$ cat src/hw/rtl/kfsm_pkg.sv
// Shared types, codes and defaults for the scalar-measurement Kalman filter.
// Used by the controller, the datapath, the top level and the port checker.
`default_nettype none

package kfsm_pkg;

  localparam int MAX_STATES_DEF = 4;
  localparam int MAX_NOISE_DEF  = 4;
  localparam int FRAC_BITS_DEF  = 16;

  localparam int WORD_W    = 32;
  localparam int SIZE_W    = 4;
  localparam int RNOISE_W  = 31;
  localparam int CNT_W     = 4;
  localparam int CFG_IDX_W = 2;

  localparam int IN_TDATA_W  = 104;
  localparam int IN_TUSER_W  = 4;
  localparam int OUT_TDATA_W = 72;

  localparam logic [CFG_IDX_W-1:0] CFG_STATE_SIZE = 2'd0;
  localparam logic [CFG_IDX_W-1:0] CFG_NOISE_SIZE = 2'd1;
  localparam logic [CFG_IDX_W-1:0] CFG_MEAS_NOISE = 2'd2;

  localparam logic [SIZE_W-1:0]   STATE_SIZE_RST = 4'd4;
  localparam logic [SIZE_W-1:0]   NOISE_SIZE_RST = 4'd4;
  localparam logic [RNOISE_W-1:0] MEAS_NOISE_RST = 31'd65536;

  localparam logic OP_LOAD = 1'b0;
  localparam logic OP_STEP = 1'b1;

  localparam logic [2:0] TGT_F = 3'd0;
  localparam logic [2:0] TGT_D = 3'd1;
  localparam logic [2:0] TGT_B = 3'd2;
  localparam logic [2:0] TGT_Q = 3'd3;
  localparam logic [2:0] TGT_H = 3'd4;
  localparam logic [2:0] TGT_X = 3'd5;
  localparam logic [2:0] TGT_P = 3'd6;

  typedef enum logic [3:0] {
    PH_XP, PH_C, PH_P1, PH_S, PH_BQB, PH_CC, PH_V,
    PH_DIV, PH_PU, PH_E, PH_X, PH_OUT
  } phase_t;

  typedef enum logic [2:0] {
    ST_IDLE, ST_MAC, ST_DRAIN, ST_WRITE, ST_DIV_GO, ST_DIV_WAIT, ST_EMIT
  } state_t;

  typedef struct packed {
    logic             load;
    logic             step;
    logic             mac;
    logic             clr;
    logic             wr;
    logic             div_go;
    logic             emit;
    logic             last;
    phase_t           phase;
    logic [CNT_W-1:0] i;
    logic [CNT_W-1:0] j;
    logic [CNT_W-1:0] k;
  } dp_cmd_t;

  typedef struct packed {
    logic fault;
    logic div_done;
    logic out_free;
  } dp_stat_t;

endpackage

`default_nettype wire

$ cat src/hw/rtl/kfsm_ctrl.sv
// Step sequencer: walks the filter phases and the i/j/k loop counters.
// Depends on kfsm_pkg; issues dp_cmd_t to kfsm_dp and reads dp_stat_t back.
`default_nettype none

module kfsm_ctrl #(
  parameter int MAX_STATES = kfsm_pkg::MAX_STATES_DEF,
  parameter int MAX_NOISE  = kfsm_pkg::MAX_NOISE_DEF
) (
  input  wire logic                          clk,
  input  wire logic                          rst_n,
  input  wire logic                          in_valid,
  input  wire logic                          in_op,
  input  wire logic [kfsm_pkg::SIZE_W-1:0]   state_size,
  input  wire logic [kfsm_pkg::SIZE_W-1:0]   noise_size,
  input  wire kfsm_pkg::dp_stat_t            stat,
  output logic                               in_ready,
  output kfsm_pkg::dp_cmd_t                  cmd
);

  localparam int CW = kfsm_pkg::CNT_W;

  kfsm_pkg::state_t state_r, state_nxt;
  kfsm_pkg::phase_t phase_r, phase_nxt;
  logic [CW-1:0] i_r, i_nxt, j_r, j_nxt, k_r, k_nxt;
  logic [CW-1:0] n, m, ni, nj, nk;

  always_comb begin
    if (state_size == '0)                      n = CW'(1);
    else if (state_size > CW'(MAX_STATES))     n = CW'(MAX_STATES);
    else                                       n = CW'(state_size);
    if (noise_size == '0)                      m = CW'(1);
    else if (noise_size > CW'(MAX_NOISE))      m = CW'(MAX_NOISE);
    else                                       m = CW'(noise_size);
  end

  // Loop bounds per phase
  always_comb begin
    ni = n;
    nj = CW'(1);
    nk = n;
    case (phase_r)
      kfsm_pkg::PH_XP:  nk = n + 1'b1;
      kfsm_pkg::PH_C:   nj = n;
      kfsm_pkg::PH_P1:  nj = n;
      kfsm_pkg::PH_S: begin
        nj = m;
        nk = m;
      end
      kfsm_pkg::PH_BQB: begin
        nj = n;
        nk = m;
      end
      kfsm_pkg::PH_V:   ni = CW'(1);
      kfsm_pkg::PH_E:   ni = CW'(1);
      kfsm_pkg::PH_PU: begin
        nj = n;
        nk = CW'(1);
      end
      kfsm_pkg::PH_X:   nk = CW'(1);
      default: ;
    endcase
  end

  always_ff @(posedge clk) begin
    if (!rst_n) begin
      state_r <= kfsm_pkg::ST_IDLE;
      phase_r <= kfsm_pkg::PH_XP;
      i_r     <= '0;
      j_r     <= '0;
      k_r     <= '0;
    end else begin
      state_r <= state_nxt;
      phase_r <= phase_nxt;
      i_r     <= i_nxt;
      j_r     <= j_nxt;
      k_r     <= k_nxt;
    end
  end

  always_comb begin
    state_nxt = state_r;
    phase_nxt = phase_r;
    i_nxt     = i_r;
    j_nxt     = j_r;
    k_nxt     = k_r;
    in_ready  = 1'b0;
    cmd       = '0;
    cmd.phase = phase_r;
    cmd.i     = i_r;
    cmd.j     = j_r;
    cmd.k     = k_r;
    case (state_r)
      kfsm_pkg::ST_IDLE: begin
        in_ready = 1'b1;
        if (in_valid) begin
          if (in_op == kfsm_pkg::OP_LOAD) begin
            cmd.load = 1'b1;
          end else begin
            cmd.step  = 1'b1;
            phase_nxt = kfsm_pkg::PH_XP;
            state_nxt = kfsm_pkg::ST_MAC;
            i_nxt     = '0;
            j_nxt     = '0;
            k_nxt     = '0;
          end
        end
      end
      kfsm_pkg::ST_MAC: begin
        cmd.mac = 1'b1;
        cmd.clr = (k_r == '0);
        if (k_r == nk - 1'b1) begin
          k_nxt     = '0;
          state_nxt = kfsm_pkg::ST_DRAIN;
        end else begin
          k_nxt = k_r + 1'b1;
        end
      end
      kfsm_pkg::ST_DRAIN: begin
        state_nxt = kfsm_pkg::ST_WRITE;
      end
      kfsm_pkg::ST_WRITE: begin
        cmd.wr    = 1'b1;
        state_nxt = kfsm_pkg::ST_MAC;
        if (j_r != nj - 1'b1) begin
          j_nxt = j_r + 1'b1;
        end else begin
          j_nxt = '0;
          if (i_r != ni - 1'b1) begin
            i_nxt = i_r + 1'b1;
          end else begin
            i_nxt = '0;
            case (phase_r)
              kfsm_pkg::PH_XP:  phase_nxt = kfsm_pkg::PH_C;
              kfsm_pkg::PH_C:   phase_nxt = kfsm_pkg::PH_P1;
              kfsm_pkg::PH_P1:  phase_nxt = kfsm_pkg::PH_S;
              kfsm_pkg::PH_S:   phase_nxt = kfsm_pkg::PH_BQB;
              kfsm_pkg::PH_BQB: phase_nxt = kfsm_pkg::PH_CC;
              kfsm_pkg::PH_CC:  phase_nxt = kfsm_pkg::PH_V;
              kfsm_pkg::PH_V: begin
                phase_nxt = kfsm_pkg::PH_DIV;
                state_nxt = kfsm_pkg::ST_DIV_GO;
              end
              kfsm_pkg::PH_PU:  phase_nxt = kfsm_pkg::PH_E;
              kfsm_pkg::PH_E:   phase_nxt = kfsm_pkg::PH_X;
              default: begin
                phase_nxt = kfsm_pkg::PH_OUT;
                state_nxt = kfsm_pkg::ST_EMIT;
              end
            endcase
          end
        end
      end
      kfsm_pkg::ST_DIV_GO: begin
        if (stat.fault) begin
          phase_nxt = kfsm_pkg::PH_OUT;
          state_nxt = kfsm_pkg::ST_EMIT;
          i_nxt     = '0;
        end else begin
          cmd.div_go = 1'b1;
          state_nxt  = kfsm_pkg::ST_DIV_WAIT;
        end
      end
      kfsm_pkg::ST_DIV_WAIT: begin
        if (stat.div_done) begin
          if (i_r == n - 1'b1) begin
            i_nxt     = '0;
            phase_nxt = kfsm_pkg::PH_PU;
            state_nxt = kfsm_pkg::ST_MAC;
          end else begin
            i_nxt     = i_r + 1'b1;
            state_nxt = kfsm_pkg::ST_DIV_GO;
          end
        end
      end
      kfsm_pkg::ST_EMIT: begin
        if (stat.out_free) begin
          cmd.emit = 1'b1;
          cmd.last = (i_r == n - 1'b1);
          if (i_r == n - 1'b1) begin
            i_nxt     = '0;
            state_nxt = kfsm_pkg::ST_IDLE;
          end else begin
            i_nxt = i_r + 1'b1;
          end
        end
      end
      default: state_nxt = kfsm_pkg::ST_IDLE;
    endcase
  end

endmodule

`default_nettype wire

$ cat config.mk
export PLATFORM = sky130hd
export DESIGN_NAME = kfsm_ctrl
export DESIGN_NICKNAME = d
export VERILOG_FILES = /design/src/hw/rtl/kfsm_pkg.sv /design/src/hw/rtl/kfsm_ctrl.sv
export SDC_FILE = /design/constraint.sdc
export NUM_CORES = 1
export LEC_CHECK = 0
export ABC_AREA = 1
export BUFFER_PORTS_ARGS = -buffer_cell sky130_fd_sc_hd__buf_4
export CAP_MARGIN = 20
export CORE_MARGIN = 1
export CORE_UTILIZATION = 28
export DETAILED_ROUTE_END_ITERATION = 16
export PLACE_DENSITY = 0.5
export SLEW_MARGIN = 20
export SYNTH_ARGS = -nofsm -noshare
export SYNTH_HDL_FRONTEND = slang
export SYNTH_SLANG_ARGS = --single-unit
$ cat constraint.sdc
create_clock -name clk -period 2.85 [get_ports clk]
set_input_delay 0.1425 -clock clk [delete_from_list [all_inputs] [get_ports clk]]
set_output_delay 0.1425 -clock clk [all_outputs]
set_load 0.01 [all_outputs]
==> summary.txt <==
Run status
  • Outcome: completed

Pwr
  • PwrDens: roughly 670 nW/um^2
  • Worst VDD drop: roughly 0.29 mV
  • Total chip power: approximately 0.0017 W
  • Leak pwr: about 1.3 nW

STA
  • Slew of the pin with the lowest slew margin: between 400 and 500 ps
  • Hold Vio Cnt, Final: 0
  • Highest clock rate: approximately 380 MHz
  • Hold_ws: 187 ps
  • Post-route setup TNS: 0 ps
  • Worst Clk Skew: roughly 9 ps
  • Final setup fails: 0
  • Unrepaired setup endpoints after global routing: false
  • Max Slew Vio Count: 0
  • Tcrit/Tclk final: 0.917
  • Fin crit period: about 2600 ps
  • Rel. slew slack: 0.697

Routing
  • DRC Markers: 0
  • Post-route ant nets: 0
  • Total Wirelength: around 5.6 mm
  • Vias/cell: between 4 and 5
  • Via count: 2190
  • Avg WL per Cell: about 12 um
  • 1st-iter DRT viols: roughly 110
  • Pre-antenna DRT Iters: 4

Placement
  • # port buffers: 39
  • Detailed Place HPWL: ~4.7 mm
  • Placed Instances: approximately 480
  • GP Congestion: about 0.88
  • DP Area: roughly 2400 sq um

Critical path
  • Critical Path End Type: flop
  • Critical Path RT: ~3000 ps
  • Crit Path Class: reg -> reg
  • Critical Path AT: 2760 ps
  • Critical path origin: phase_r[3]
  • FF-to-FF Start: phase_r[3]
  • Crit path capture: i_r[0]
  • Worst-path fanout max: 7
  • CP Launch Type: flop
  • Flop2flop setup slack: roughly 240 ps
  • Reg2Reg Capture Point: i_r[0]
  • Reg2reg path depth: 18

Floorplanning
  • Starting density of the core: 0.292
  • Num rows: 30
  • Die area: 7510 sq um
  • Io pins: 40
  • Core Area: 6870 sq um
  • Die X: 86.7 um
  • Die height: 86.7 um

Finish
  • Diode count: 0
  • Final Cell Area: about 2500 sq um
  • Area growth syn-to-layout: 23.4%
  • Commonest non-fill, non-tap cell in the layout: nand2_1
  • Most frequent cells in the layout: nand2_1, inv_1, buf_4
  • Post-route insts no fill: around 490
  • Share of layout cells above drive strength 1: 0.201
  • Total Nets Final: 414

Synthesis
  • Syn nets: 371
  • Netlist cell types: 30
  • Post-synth top area share: 0.189
  • Post-Syn Area: around 2000 sq um
  • Avg Cell Area, Syn: between 5 and 6 sq um
  • Seq cells post-synth: 19
  • Synth Instances: 347
  • Warnings, synthesis: 0
  • Area leader, netlist: dfxtp_1
  • Top post-synthesis cells by area: dfxtp_1, nand2_1, inv_1
  • Post-synthesis sequential area ratio: 0.189

Global routing
  • Total congestion overflow: 0
  • First-pass GRT wire length: 9.44 mm
  • Vias in the first global route: a little over 2000
  • Initial antenna violation count: 0
  • Gr usage total: 0.157
  • Largest net degree at the start of global routing: 13

Clocking
  • Worst skew pair latency: approximately 260 ps
  • H-tree depth: 1
  • Root buf cell: clkbuf_8
  • Clock slew seen by the registers of the worst setup and hold paths: 70 ps
  • CTS Sinks: 19
  • CTS Hold Buffers Added: 0
  • CTS Buffer Depth: 2
  • Total CTS buffers: 3
  • CTS tree: yes

Worst hold path
  • Worst Hold Class: in -> reg

Job
  • Max cap viols: 0
==> metrics by stage <==
stage                     setup slack, ps   util
after floorplan                       527      -
after global placement                116  0.352
after detailed placement              184  0.352
after CTS                             144  0.359
after global routing                 2.87  0.361
final                                 237  0.361
==> worst min-delay path by stage <==
stage | endpoint | from | depth (start not counted)
finish | phase_r[1] | rst_n | 3
global route | phase_r[1] | rst_n | 3
CTS | phase_r[1] | rst_n | 3
detailed placement | phase_r[1] | rst_n | 3
global placement | phase_r[1] | rst_n | 3
floorplan | phase_r[3] | rst_n | 2
==> sequential cells by signal (all words and copies together) (netlist names) <==
name	flops
phase_r	4
i_r	4
state_r	3
k_r	4
j_r	4
==> report_power, final <==
part	leakage (nW)	internal [W]	switching [W]
Clock	0.0255	0.0000971	0.0000935
Combinational	1.08	0.000398	0.000706
Sequential	0.155	0.000302	0.0000594
Total	1.26	0.000797	0.000859
==> repair_timing <==
item                                    in CTS  in global routing
hold endpoints to repair                     0                  0
endpoints found under the setup margin       0                  9
gates resized for setup                      0                  3
buffers inserted                             0                  0
==> cells in the mapped netlist, drive strengths merged <==
cell and instances:
nand2 103, inv 59, nor2 45, nand3 37, a21oi 23, dfxtp 19
o21ai 15, nand4 10, xor2 10, ha 9, nor3 3, or2 3
clkbuf 2, xnor2 2, a211oi 1, a31oi 1, and3 1, nand3b 1
nor4 1, o22ai 1, o31ai 1
==> cells by family after synthesis <==
kind of cell | after synthesis | share of synthesized area
xor+xnor | 12 | 0.0523
flops | 19 | 0.189
fa+ha+maj | 9 | 0.0561
buf+inv | 61 | 0.114
simple gates | 204 | 0.472
compound gates | 42 | 0.116
==> worst max-delay path, cell delays in order, from the launching register on <==
cell and delay, ps:
dfxtp_1 500, inv_2 110, nand2_2 100, nand2_1 60
nand2_2 90, nand2_1 70, o21ai_0 200, inv_1 70
ha_1 280, xor2_1 180, nand2_1 90, nor2_2 100
nand3_2 130, o21ai_4 220, nand2_2 120, nand2_1 70
nand2_1 50, inv_1 40, nor2_1 30
==> layout make-up <==
cell class / count / area [sq um]
Clock inverter: 1 / 5.00
Multi-Input combinational cell: 267 / 1410
Fill cell: 780 / 4390
Tap cell: 96 / 120
Clock buffer: 3 / 41.3
Timing Repair Buffer: 40 / 300
Inverter: 59 / 221
Sequential cell: 19 / 383
==> routing by layer <==
layer  vias up  track usage  share of wire
met5         -            0              0
met1       954        0.222           0.52
met3         4       0.0171          0.038
met2        43        0.253           0.44
met4         0       0.0379         0.0082
li1       1189            -              -
Note: power is estimated with default switching activity, not from simulation.
